File: config.mk
export PLATFORM = sky130hd
export DESIGN_NAME = circular_deque_flat
export DESIGN_NICKNAME = d
export VERILOG_FILES = /design/src/hw/rtl/cdq_pkg.sv /design/src/hw/rtl/cdq_cmd_if.sv /design/src/hw/rtl/cdq_res_if.sv /design/src/hw/rtl/circular_deque.sv /design/src/flat_wrapper.sv
export SDC_FILE = /design/constraint.sdc
export NUM_CORES = 1
export LEC_CHECK = 0
export BUFFER_PORTS_ARGS = -buffer_cell sky130_fd_sc_hd__buf_4
export CAP_MARGIN = 20
export CORE_ASPECT_RATIO = 0.9
export CORE_MARGIN = 5
export CORE_UTILIZATION = 35
export DETAILED_ROUTE_END_ITERATION = 10
export PLACE_DENSITY = 0.56
export SYNTH_ARGS = -nofsm -noshare
export SYNTH_HDL_FRONTEND = slang
export SYNTH_SLANG_ARGS = --single-unit
File: constraint.sdc
create_clock -name clk -period 5.3 [get_ports clk]
set_clock_uncertainty 0.05 [all_clocks]
set_input_delay 0.265 -clock clk [delete_from_list [all_inputs] [get_ports clk]]
set_output_delay 0.265 -clock clk [all_outputs]
set_load 0.01 [all_outputs]
File: src/hw/rtl/cdq_pkg.sv
// shared types and codes for the circular deque
`default_nettype none

package cdq_pkg;

	// operation codes carried by a command transaction
	typedef enum logic [1:0] {
		OP_INS_REAR  = 2'd0,
		OP_INS_FRONT = 2'd1,
		OP_DEL_FRONT = 2'd2,
		OP_DEL_REAR  = 2'd3
	} opcode_t;

	// result status codes
	typedef enum logic [1:0] {
		ST_OK        = 2'd0,
		ST_OVERFLOW  = 2'd1,
		ST_UNDERFLOW = 2'd2
	} status_t;

	// control sequencer states
	typedef enum logic {
		S_IDLE = 1'b0,
		S_READ = 1'b1
	} state_t;

	localparam int unsigned DATA_W = 32;
	localparam int unsigned OCC_W  = 4;

endpackage

`default_nettype wire

File: src/hw/rtl/cdq_cmd_if.sv
// command channel: opcode and value with valid/ready handshake
`default_nettype none

interface cdq_cmd_if;

	logic                                  valid;
	logic                                  ready;
	cdq_pkg::opcode_t                      opcode;
	logic signed [cdq_pkg::DATA_W-1:0]     value;

	modport source (output valid, output opcode, output value, input ready);
	modport sink (input valid, input opcode, input value, output ready);

endinterface

`default_nettype wire

File: src/hw/rtl/cdq_res_if.sv
// result channel: status, removed element and deque snapshot with valid/ready handshake
`default_nettype none

interface cdq_res_if;

	logic                                  valid;
	logic                                  ready;
	cdq_pkg::status_t                      status;
	logic signed [cdq_pkg::DATA_W-1:0]     removed_value;
	logic signed [cdq_pkg::DATA_W-1:0]     first_value;
	logic signed [cdq_pkg::DATA_W-1:0]     last_value;
	logic                                  is_empty;
	logic                                  is_full;
	logic [cdq_pkg::OCC_W-1:0]             occupancy;

	modport source (
		output valid, output status, output removed_value, output first_value,
		output last_value, output is_empty, output is_full, output occupancy,
		input ready
	);
	modport sink (
		input valid, input status, input removed_value, input first_value,
		input last_value, input is_empty, input is_full, input occupancy,
		output ready
	);

endinterface

`default_nettype wire

File: src/hw/rtl/circular_deque.sv
// Circular double-ended queue of DEPTH signed 32-bit elements. Each command transaction
// inserts at the rear or front or deletes from the front or rear, and yields exactly one
// result transaction with the status (ok, overflow, underflow), the removed element, the
// front and rear elements, empty and full flags and the occupancy after the operation.
// Elements live in a single-port-read, single-port-write synchronous memory; the front and
// rear elements are also held in registers. Inserts, overflows, underflows and deletes that
// empty the deque register their result directly; any other delete first passes through the
// read state, since the new front or rear element is fetched through the memory's registered
// read port. One command is in work at a time; a new command is taken in the cycle its
// predecessor's result is taken, or when the result register is free outside a fetch.
`default_nettype none

module circular_deque #(
	parameter int unsigned DEPTH = 8
) (
	input  wire logic  clk,
	input  wire logic  arst_n,
	cdq_cmd_if.sink    cmd,
	cdq_res_if.source  res
);

	localparam int unsigned PTR_W = (DEPTH > 1) ? $clog2(DEPTH) : 1;
	localparam int unsigned CNT_W = $clog2(DEPTH + 1);
	localparam int unsigned DW    = cdq_pkg::DATA_W;

	// control state
	cdq_pkg::state_t        state_q, state_d;
	logic [PTR_W-1:0]       head_q, head_d;
	logic [PTR_W-1:0]       tail_q, tail_d;
	logic [CNT_W-1:0]       count_q, count_d;
	logic                   rd_front_q, rd_front_d;

	// cached end elements
	logic signed [DW-1:0]   first_q, first_d;
	logic signed [DW-1:0]   last_q, last_d;

	// slot memory
	logic signed [DW-1:0]   mem [DEPTH];
	logic                   wr_en;
	logic [PTR_W-1:0]       wr_addr;
	logic                   rd_en;
	logic [PTR_W-1:0]       rd_addr;
	logic signed [DW-1:0]   rd_data_q;

	// result register
	logic                   out_valid_q;
	cdq_pkg::status_t       out_status_q;
	logic signed [DW-1:0]   out_removed_q;
	logic signed [DW-1:0]   out_first_q;
	logic signed [DW-1:0]   out_last_q;
	logic                   out_empty_q;
	logic                   out_full_q;
	logic [cdq_pkg::OCC_W-1:0] out_occ_q;

	logic                   acc;
	logic                   go_read;
	cdq_pkg::status_t       status_d;
	logic signed [DW-1:0]   removed_d;
	logic                   cnt_full;
	logic                   cnt_zero;
	logic                   cnt_one;
	logic [PTR_W-1:0]       head_next;
	logic [PTR_W-1:0]       head_prev;
	logic [PTR_W-1:0]       tail_next;
	logic [PTR_W-1:0]       tail_prev;

	// handshake
	assign cmd.ready = (state_q == cdq_pkg::S_IDLE) && (!out_valid_q || res.ready);
	assign acc       = cmd.valid && cmd.ready;

	// occupancy and index neighbors
	assign cnt_full  = (count_q == CNT_W'(DEPTH));
	assign cnt_zero  = (count_q == '0);
	assign cnt_one   = (count_q == CNT_W'(1));
	assign head_next = (head_q == PTR_W'(DEPTH - 1)) ? '0 : head_q + 1'b1;
	assign head_prev = (head_q == '0) ? PTR_W'(DEPTH - 1) : head_q - 1'b1;
	assign tail_next = (tail_q == PTR_W'(DEPTH - 1)) ? '0 : tail_q + 1'b1;
	assign tail_prev = (tail_q == '0) ? PTR_W'(DEPTH - 1) : tail_q - 1'b1;

	// next state, pointer update and memory access decode
	always_comb begin
		state_d    = state_q;
		head_d     = head_q;
		tail_d     = tail_q;
		count_d    = count_q;
		first_d    = first_q;
		last_d     = last_q;
		rd_front_d = rd_front_q;
		status_d   = cdq_pkg::ST_OK;
		removed_d  = '0;
		wr_en      = 1'b0;
		wr_addr    = head_q;
		rd_en      = 1'b0;
		rd_addr    = head_q;
		go_read    = 1'b0;
		case (state_q)
			cdq_pkg::S_IDLE: begin
				if (acc) begin
					case (cmd.opcode)
						cdq_pkg::OP_INS_REAR, cdq_pkg::OP_INS_FRONT: begin
							if (cnt_full) begin
								status_d = cdq_pkg::ST_OVERFLOW;
							end else if (cnt_zero) begin
								// first element always lands in slot zero
								head_d  = '0;
								tail_d  = '0;
								wr_en   = 1'b1;
								wr_addr = '0;
								first_d = cmd.value;
								last_d  = cmd.value;
								count_d = count_q + 1'b1;
							end else if (cmd.opcode == cdq_pkg::OP_INS_REAR) begin
								tail_d  = tail_next;
								wr_en   = 1'b1;
								wr_addr = tail_next;
								last_d  = cmd.value;
								count_d = count_q + 1'b1;
							end else begin
								head_d  = head_prev;
								wr_en   = 1'b1;
								wr_addr = head_prev;
								first_d = cmd.value;
								count_d = count_q + 1'b1;
							end
						end
						cdq_pkg::OP_DEL_FRONT, cdq_pkg::OP_DEL_REAR: begin
							if (cnt_zero) begin
								status_d = cdq_pkg::ST_UNDERFLOW;
							end else if (cnt_one) begin
								// last element gone, pointers return to slot zero
								removed_d = first_q;
								head_d    = '0;
								tail_d    = '0;
								count_d   = '0;
							end else if (cmd.opcode == cdq_pkg::OP_DEL_FRONT) begin
								removed_d  = first_q;
								head_d     = head_next;
								count_d    = count_q - 1'b1;
								rd_en      = 1'b1;
								rd_addr    = head_next;
								rd_front_d = 1'b1;
								go_read    = 1'b1;
								state_d    = cdq_pkg::S_READ;
							end else begin
								removed_d  = last_q;
								tail_d     = tail_prev;
								count_d    = count_q - 1'b1;
								rd_en      = 1'b1;
								rd_addr    = tail_prev;
								rd_front_d = 1'b0;
								go_read    = 1'b1;
								state_d    = cdq_pkg::S_READ;
							end
						end
						default: begin
							status_d = cdq_pkg::ST_OK;
						end
					endcase
				end
			end
			cdq_pkg::S_READ: begin
				// new end element arrives from memory
				state_d = cdq_pkg::S_IDLE;
				if (rd_front_q) begin
					first_d = rd_data_q;
				end else begin
					last_d = rd_data_q;
				end
			end
			default: begin
				state_d = cdq_pkg::S_IDLE;
			end
		endcase
	end

	// control registers
	always_ff @(posedge clk or negedge arst_n) begin
		if (!arst_n) begin
			state_q    <= cdq_pkg::S_IDLE;
			head_q     <= '0;
			tail_q     <= '0;
			count_q    <= '0;
			rd_front_q <= 1'b0;
		end else begin
			state_q    <= state_d;
			head_q     <= head_d;
			tail_q     <= tail_d;
			count_q    <= count_d;
			rd_front_q <= rd_front_d;
		end
	end

	// cached end elements
	always_ff @(posedge clk) begin
		first_q <= first_d;
		last_q  <= last_d;
	end

	// slot memory, registered read
	always_ff @(posedge clk) begin
		if (wr_en) begin
			mem[wr_addr] <= cmd.value;
		end
		if (rd_en) begin
			rd_data_q <= mem[rd_addr];
		end
	end

	// result valid
	always_ff @(posedge clk or negedge arst_n) begin
		if (!arst_n) begin
			out_valid_q <= 1'b0;
		end else if ((acc && !go_read) || (state_q == cdq_pkg::S_READ)) begin
			out_valid_q <= 1'b1;
		end else if (res.ready) begin
			out_valid_q <= 1'b0;
		end
	end

	// result payload
	always_ff @(posedge clk) begin
		if (acc) begin
			out_status_q  <= status_d;
			out_removed_q <= removed_d;
			out_first_q   <= (count_d == '0) ? '0 : first_d;
			out_last_q    <= (count_d == '0) ? '0 : last_d;
			out_empty_q   <= (count_d == '0);
			out_full_q    <= (count_d == CNT_W'(DEPTH));
			out_occ_q     <= cdq_pkg::OCC_W'(count_d);
		end else if (state_q == cdq_pkg::S_READ) begin
			out_first_q <= first_d;
			out_last_q  <= last_d;
		end
	end

	assign res.valid         = out_valid_q;
	assign res.status        = out_status_q;
	assign res.removed_value = out_removed_q;
	assign res.first_value   = out_first_q;
	assign res.last_value    = out_last_q;
	assign res.is_empty      = out_empty_q;
	assign res.is_full       = out_full_q;
	assign res.occupancy     = out_occ_q;

`ifndef SYNTHESIS
	// no command is taken while a memory fetch is outstanding
	a_no_take_in_read: assert property (@(posedge clk) disable iff (!arst_n)
		(state_q == cdq_pkg::S_READ) |-> !cmd.ready)
		else $error("command accepted during memory fetch");

	// a successful insert grows the count by one
	a_insert_grows: assert property (@(posedge clk) disable iff (!arst_n)
		(acc && !cmd.opcode[1] && !cnt_full) |=> (count_q == $past(count_q) + 1'b1))
		else $error("insert did not grow the count");

	// an empty result shows zero end elements
	a_empty_zero_ends: assert property (@(posedge clk) disable iff (!arst_n)
		(res.valid && res.is_empty) |-> (res.first_value == '0 && res.last_value == '0))
		else $error("empty result carries nonzero end element");

	// the count never passes the depth
	a_count_bound: assert property (@(posedge clk) disable iff (!arst_n)
		acc |=> (count_q <= CNT_W'(DEPTH)))
		else $error("element count above depth");
`endif

endmodule

`default_nettype wire
File: src/flat_wrapper.sv
// flat-port wrapper written by rule: the top's interface ports become plain ports
module circular_deque_flat 
#(
	parameter int unsigned DEPTH = 8
)
  (clk, arst_n, cmd_valid, cmd_opcode, cmd_value, cmd_ready, res_valid, res_status, res_removed_value, res_first_value, res_last_value, res_is_empty, res_is_full, res_occupancy, res_ready);
  cdq_cmd_if cmd_i ();
  cdq_res_if res_i ();
  input  wire logic clk;
  input  wire logic arst_n;
  input wire logic [$bits(cmd_i.valid)-1:0] cmd_valid;
  input wire logic [$bits(cmd_i.opcode)-1:0] cmd_opcode;
  input wire logic [$bits(cmd_i.value)-1:0] cmd_value;
  output wire logic [$bits(cmd_i.ready)-1:0] cmd_ready;
  output wire logic [$bits(res_i.valid)-1:0] res_valid;
  output wire logic [$bits(res_i.status)-1:0] res_status;
  output wire logic [$bits(res_i.removed_value)-1:0] res_removed_value;
  output wire logic [$bits(res_i.first_value)-1:0] res_first_value;
  output wire logic [$bits(res_i.last_value)-1:0] res_last_value;
  output wire logic [$bits(res_i.is_empty)-1:0] res_is_empty;
  output wire logic [$bits(res_i.is_full)-1:0] res_is_full;
  output wire logic [$bits(res_i.occupancy)-1:0] res_occupancy;
  input wire logic [$bits(res_i.ready)-1:0] res_ready;
  assign cmd_i.valid = cmd_valid;
  assign cmd_i.opcode = cmd_opcode;
  assign cmd_i.value = cmd_value;
  assign cmd_ready = cmd_i.ready;
  assign res_valid = res_i.valid;
  assign res_status = res_i.status;
  assign res_removed_value = res_i.removed_value;
  assign res_first_value = res_i.first_value;
  assign res_last_value = res_i.last_value;
  assign res_is_empty = res_i.is_empty;
  assign res_is_full = res_i.is_full;
  assign res_occupancy = res_i.occupancy;
  assign res_i.ready = res_ready;
  circular_deque #(.DEPTH(DEPTH)) u_core (.clk(clk), .arst_n(arst_n), .cmd(cmd_i), .res(res_i));
endmodule
==> summary.txt, run 1 <==
Clocking
  – CTS root buf: sky130_fd_sc_hd__clkbuf_16
  – CTS tree: done
  – H-tree depth reported by CTS: 2
  – Clock transition time at the flip-flop clock pins of the worst setup and hold paths: 0.06 ns
  – Number of clock sinks seen by CTS: 469
  – Maximum clock path buffer count: 3
  – Number of buffers inserted during clock tree synthesis: 50
  – Clock network latency to the later pin of the worst-skew pair: 0.58 ns

Finish
  – Fraction of final layout cells sized beyond drive strength 1: 20.29%
  – Number of nets in the finished design: 1506
  – Total non-filler cell area in the finished layout: 23660 sq um
  – Layout area overhead: 20.23%

Routing
  – Number of vias in the routed layout: 11.01k
  – Final antenna-violating net count: 0
  – Detailed-router iteration count before antenna repair: 5
  – DR DRC count: 0
  – Final routed wire length divided by cell count: 20.62 microns
  – Total Routed Length: 46500 microns
  – Initial DRC count: 648
  – Via density: 4.884

Critical path
  – Critical Setup Path Class: reg -> reg
  – Crit-path max FO: 33
  – Max stage delay cell, worst path: sky130_fd_sc_hd__o221a_4
  – Arrival time at the worst endpoint: 4.47 ns
  – Series of cell instances along the critical path: or3_1, clkinv_2, nand2_1, inv_2, o221a_4, buf_4, mux2i_1, mux2_2
  – Critical Path Source Type: flop
  – Worst Path Required: 5.57 ns
  – Slowest stage delay, CP: 0.77 ns
  – CP Capture Type: flop

Logic synthesis
  – Dominant combinational cell family by area after synthesis: multiplexers
  – Synthesized net count: 1318
  – Synth async-reset ratio: 2.772%
  – Cell accounting for the most synthesized area: sky130_fd_sc_hd__edfxtp_1
  – Top cells by area, synth: sky130_fd_sc_hd__edfxtp_1 60%, sky130_fd_sc_hd__mux2i_1 20%, sky130_fd_sc_hd__dfxtp_1 6.5%, sky130_fd_sc_hd__nor2b_1 2.2%, sky130_fd_sc_hd__mux2_2 1.8%
  – Warnings, synthesis: 0
  – Proportion of synthesized area in mux cells: 21.41%
  – Top cell type's share of synthesized area: 59.81%
  – Post-synth top flop: sky130_fd_sc_hd__edfxtp_1
  – Simple logic cell fraction of the synthesized area: 5.467%
  – Gate Count Post-Synth: 1269
  – Number of distinct library cell variants in the gate-level netlist after synthesis: 48
  – Sequential share of the synthesized area: 67.97%
  – Synthesized-area fraction occupied by adder cells: 0.6993%
  – Compound-gate portion of the synthesized area: 2.346%
  – Xor/xnor cell area share of the yosys netlist: 0%
  – Post-synth design cell area: 19680 sq um
  – Number of enable-type register cells in the synthesized netlist: 392
  – Avg Cell Area, Syn: 15.51 sq um
  – Yosys reg bits: 469

Pwr
  – Peak supply drop: 0.2771 mV
  – Int Pwr: 8.794 mW
  – Register share of total power: 42.7%
  – Total power per unit cell area: 539.5 nW/um^2
  – Power Total: 12.77 mW
  – Portion of total power attributed to combinational logic: 30.7%
  – Switching power summed over all nets: 3.973 mW
  – Lkg Pwr: 9.139 nW
  – Clock power frac: 26.6%
  – Switch share: 31.12%

STA
  – RSZ-0062 raised after global routing: false
  – Hold Vio Cnt, Final: 0
  – Achievable frequency: 0.2382 GHz
  – Final setup violation count: 0
  – Max_slew headroom: 32.98%
  – Worst Tran Pin Value: 1.005 ns
  – Period Utilization, post-route: 79.20%
  – Post-layout minimum cycle time: 4.198 ns
  – Max Slew Vio Count: 0
  – Final-layout setup total negative slack: 0 ns

Global route
  – Total congestion overflow: 0
  – Largest net degree at the start of global routing: 93
  – GR Util All Layers: 14.80%
  – Global-route wire length before repair: 70460 microns
  – Vias in the first global route: 11.40k
  – Number of antenna violations at the first check in global routing: 1

Run status
  – Outcome: completed

Placed design
  – Placed cell areas: 21720 sq um
  – Half-perimeter wire length after placement: 27970 microns
  – Weighted congestion at the end of routability-driven global placement: 0.7330
  – # port buffers: 143

Floorplan
  – Die outline width: 260.0 microns
  – Number of top-level design ports: 144
  – Std cell rows: 82
  – Starting utilization of the core area: 35.33%
  – Die Footprint: 61090 sq um
  – Core ar.: 55710 sq um
  – Die height: 235.0 microns

Run
  – Max Cap Viol: 0

Worst hold path
  – Hold WC Path Type: in -> async
## registers in the layout (all words and copies together), names as in the netlist, 32 cells and up
| name | count |
|---|---|
| u_core.res.first_value | 32 |
| u_core.res.removed_value | 32 |
| u_core.mem | 256 |
| u_core.rd_data_q | 32 |
| u_core.res.last_value | 32 |
| u_core.last_q | 32 |
| u_core.first_q | 32 |
## power by group through the flow
| stage | clock [mW] | combinational [mW] | sequential [mW] |
|---|---|---|---|
| CTS | 3.49 | 3.98 | 5.45 |
| finish | 3.40 | 3.92 | 5.45 |
| floorplan | 0 | 2.71 | 5.43 |
| global placement | 0 | 3.88 | 5.49 |
| detailed placement | 0 | 3.94 | 5.51 |
| global route | 3.64 | 4.30 | 5.53 |
## cells by family (layout without fill, tap and decap cells)
group	count (synthesis)	after routing
buffers and inverters	79	308
AOI/OAI and AO/OA	79	79
muxes	417	417
adders and majority gates	11	11
DFF	469	469
and+or+nand+nor	214	214
other	0	1
## stage by stage
stage	cells	setup WS, ns	hold WS (ns)	util [%]
finish	2255	1.102	0.04583	42.48
floorplan	1269	1.209	-0.08059	-
detailed placement	2127	1.071	0.08325	38.98
global placement	2127	1.131	0.08059	38.98
CTS	2254	1.043	0.02409	42.47
global route	2254	0.8941	0.04147	42.47
## path summary, 6_finish.rpt
kind,start,end,slack (ns),cells past startpoint
max reg2reg,u_core.state_q,u_core.rd_data_q[6],1.10,8
max,u_core.state_q,u_core.rd_data_q[6],1.10,8
min,arst_n,u_core.head_q[2],0.05,2
min in group clk,res_ready,u_core.res.valid,0.10,4
max in group asynchronous,arst_n,u_core.rd_front_q,4.95,2
min reg2reg,u_core.head_q[0],u_core.head_q[0],0.53,1
## synthesized netlist by cell type (3+ instances only)
master and instances:
sky130_fd_sc_hd__edfxtp_1 392, sky130_fd_sc_hd__mux2i_1 385, sky130_fd_sc_hd__nand2_1 88, sky130_fd_sc_hd__nor2b_1 70, sky130_fd_sc_hd__dfxtp_1 64, sky130_fd_sc_hd__a21oi_1 44, sky130_fd_sc_hd__mux2_2 32, sky130_fd_sc_hd__clkbuf_1 28
sky130_fd_sc_hd__buf_2 22, sky130_fd_sc_hd__nor2_1 22, sky130_fd_sc_hd__dfrtp_1 13, sky130_fd_sc_hd__o21ai_0 13, sky130_fd_sc_hd__ha_1 11, sky130_fd_sc_hd__buf_4 10, sky130_fd_sc_hd__inv_1 10, sky130_fd_sc_hd__nor3_1 9
sky130_fd_sc_hd__buf_6 7, sky130_fd_sc_hd__or3_1 6, sky130_fd_sc_hd__nand3_1 4, sky130_fd_sc_hd__a32oi_1 3, sky130_fd_sc_hd__nand2b_1 3, sky130_fd_sc_hd__nand3b_1 3
## timing repair
action,CTS,global route
gates resized for setup,0,0
endpoints found under the hold margin,270,0
hold buffers,34,0
setup buffers,0,0
## critical path: cells and delay by family, from the launching register on
family          cells  cell delay (ns)
flops               1             0.67
simple gates        2             0.83
buf+inv             3             1.21
mux                 2             0.39
compound gates      1             0.77
## placed cells by master (no fill, tap or decap), drive strengths merged, types with 13 or more instances in the layout
master / netlist / routed
a21oi: 44 / 44
buf: 40 / 170
clkbuf: 28 / 74
clkinv: 1 / 14
dfrtp: 13 / 13
dfxtp: 64 / 64
dlygate4sd3: 0 / 34
edfxtp: 392 / 392
mux2: 32 / 32
mux2i: 385 / 385
nand2: 88 / 88
nor2: 23 / 23
nor2b: 70 / 70
o21ai: 14 / 14
## layout make-up
cell class	count	area (sq um)
flip-flops and latches	469	13390
well taps	756	945.9
multi-input cells	721	6041
inverters	11	42.54
clock buffers	74	1453
repair buffers	204	1642
clock inverters	19	152.6
diodes	1	2.502
fillers	5062	32050
## metal layers
metal / part of all wire, % / track usage, %
met1: 48 / 21.25
met5: 0 / 0
met4: 2.0 / 4.035
met3: 4.6 / 2.748
met2: 45 / 23.19
Power figures use the tool's default switching activity.
==> inputs of run 2 (changes only) <==
- clock period: 5.3 -> 4.1 ns (I/O delays scaled with it)
==> summary.txt, run 2 (synthesis gave the netlist of run 1 again) <==
Placed design
  – Placed cell areas: 21900 sq um
  – Half-perimeter wire length after placement: 28310 microns
  – # port buffers: 143
  – Weighted congestion at the end of routability-driven global placement: 0.7827

Floorplan
  – Die height: 235.0 microns
  – Number of top-level design ports: 144
  – Core ar.: 55710 sq um
  – Starting utilization of the core area: 35.33%
  – Std cell rows: 82
  – Die Footprint: 61090 sq um
  – Die outline width: 260.0 microns

Clocking
  – Number of buffers inserted during clock tree synthesis: 51
  – Clock network latency to the later pin of the worst-skew pair: 0.59 ns
  – Number of clock sinks seen by CTS: 469
  – CTS root buf: sky130_fd_sc_hd__clkbuf_16
  – Maximum clock path buffer count: 3
  – H-tree depth reported by CTS: 2
  – CTS tree: done
  – Clock transition time at the flip-flop clock pins of the worst setup and hold paths: 0.06 ns

Global route
  – Largest net degree at the start of global routing: 73
  – GR Util All Layers: 15.24%
  – Number of antenna violations at the first check in global routing: 3
  – Vias in the first global route: 11.36k
  – Total congestion overflow: 0
  – Global-route wire length before repair: 72080 microns

Critical path
  – Max stage delay cell, worst path: sky130_fd_sc_hd__dfrtp_1
  – CP Capture Type: flop
  – Critical Setup Path Class: reg -> reg
  – Worst Path Required: 4.39 ns
  – FF-to-FF path depth: 10
  – Crit-path max FO: 72
  – Top delay family on crit path: compound AO/OA/AOI/OAI gates
  – Endpoint of the worst register-to-register path: u_core.rd_data_q[20]
  – Buffers plus inverters on the worst setup path: 2
  – Series of cell instances along the critical path: inv_1, ha_1, or2_2, a21oi_1, a21oi_1, a31oi_4, buf_12, mux2i_1, mux2i_1, mux2_2
  – Worst flop-to-flop path startpoint: u_core.count_q[0]
  – Slowest stage delay, CP: 0.46 ns
  – Arrival time at the worst endpoint: 3.82 ns
  – Critical Path Source Type: flop
  – Minimum setup slack among reg-to-reg paths: 0.57 ns

STA
  – Final-layout setup total negative slack: 0 ns
  – RSZ-0062 raised after global routing: false
  – Period Utilization, post-route: 86.15%
  – Worst Tran Pin Value: 0.9498 ns
  – Hold Vio Cnt, Final: 0
  – Post-layout minimum cycle time: 3.532 ns
  – Final setup violation count: 0
  – Achievable frequency: 0.2831 GHz
  – Max Slew Vio Count: 0
  – Max_slew headroom: 36.68%

Finish
  – Largest register by flop count: u_core.mem
  – Footprint of the multi-input gates: 6041 sq um
  – Total non-filler cell area in the finished layout: 24100 sq um
  – Layout area overhead: 22.46%
  – Fraction of final layout cells sized beyond drive strength 1: 21.63%
  – Largest register FFs: 256
  – FF/Latch Area: 13390 sq um
  – Core occupancy in the finished layout: 43.26%
  – Number of nets in the finished design: 1518
  – Leading cell types in the layout, fill and taps excluded: 392 x sky130_fd_sc_hd__edfxtp_1, 385 x sky130_fd_sc_hd__mux2i_1, 169 x sky130_fd_sc_hd__buf_4
  – Fill cell total of the finished layout: 4965
  – Leading cell type in the layout, fill and taps excluded: sky130_fd_sc_hd__edfxtp_1

Routing
  – Final routed wire length divided by cell count: 20.96 microns
  – Via density: 4.922
  – Detailed-router iteration count before antenna repair: 4
  – Number of vias in the routed layout: 11.17k
  – Initial DRC count: 727
  – Final antenna-violating net count: 0
  – DR DRC count: 0
  – Total Routed Length: 47560 microns

Pwr
  – Total power per unit cell area: 713.1 nW/um^2
  – Lkg Pwr: 9.329 nW
  – Power Total: 17.19 mW
  – Peak supply drop: 0.6652 mV

Worst hold path
  – Beginning of the worst hold path: res_ready
  – Number of cells traversed by the worst hold path: 4
  – Destination of the worst hold path: u_core.res.valid
  – Hold WC Path Type: in -> reg

Run
  – Max Cap Viol: 0

Run status
  – Outcome: completed
[run 2: changes by cell type in the layout (fill, tap and decap cells not counted), moves of 5 or more]
| cell | delta |
|---|---|
| sky130_fd_sc_hd__buf_12 | +9 |
| sky130_fd_sc_hd__bufinv_16 | +7 |
| sky130_fd_sc_hd__clkbuf_1 | -10 |
| sky130_fd_sc_hd__clkinvlp_4 | +5 |
[run 2: per-stage QoR]
stage | setup slack [ns] | hold slack, ns | instances
after floorplan | 0.008750 | -0.1406 | 1269
after global placement | 0.6293 | 0.02006 | 2137
after detailed placement | 0.6418 | 0.02154 | 2137
after CTS | 0.6299 | 0.02489 | 2268
after global routing | 0.3572 | 0.06254 | 2268
final | 0.5680 | 0.05210 | 2269
[run 2: timing repair]
item / 4_1_cts / 5_1_grt
endpoints found under the setup margin: 0 / 0
hold buffers: 35 / 0
buffers inserted: 0 / 0
gates resized for setup: 0 / 0
hold endpoints to repair: 321 / 0
[run 2: layout make-up]
class	count	share of cell area (%)
clock buffer	64	5.918
clock inverter	32	1.744
multi-input combinational	721	25.06
sequential	469	55.53
antenna	1	0.01038
timing repair buffer	215	7.631
inverter	11	0.1765
tap	756	3.924
[run 2: per-layer routing]
layer	global-route usage, %	part of all wire, %
met1	21.29	46
met2	24.64	47
met3	2.856	4.8
met4	3.987	2.0
met5	0	0.027
[run 2: worst register-to-register path, delay by kind of cell (launching register included)]
family	cells	cell delay, ns
and+or+nand+nor	1	0.31
AOI/OAI and AO/OA	3	0.91
muxes	3	0.77
DFF	1	0.46
adders and majority gates	1	0.28
buffers and inverters	2	0.52
[run 2: where the power goes]
part           total, mW  switching [mW]  internal [mW]
clock network       4.97            1.93           3.04
registers           7.05           0.651           6.40
logic               5.17            2.70           2.46
[run 2: how the worst max path moves through the flow]
stage	start	endpoint	slack, ns	depth (start not counted)
after floorplan	u_core.res.valid	u_core.mem[2][0]	0.009	10
after global placement	u_core.count_q[1]	u_core.rd_data_q[20]	0.63	10
after detailed placement	u_core.count_q[0]	u_core.rd_data_q[16]	0.64	10
after CTS	u_core.count_q[0]	u_core.rd_data_q[3]	0.63	10
after global routing	u_core.count_q[1]	u_core.rd_data_q[18]	0.36	10
final	u_core.count_q[0]	u_core.rd_data_q[20]	0.57	10
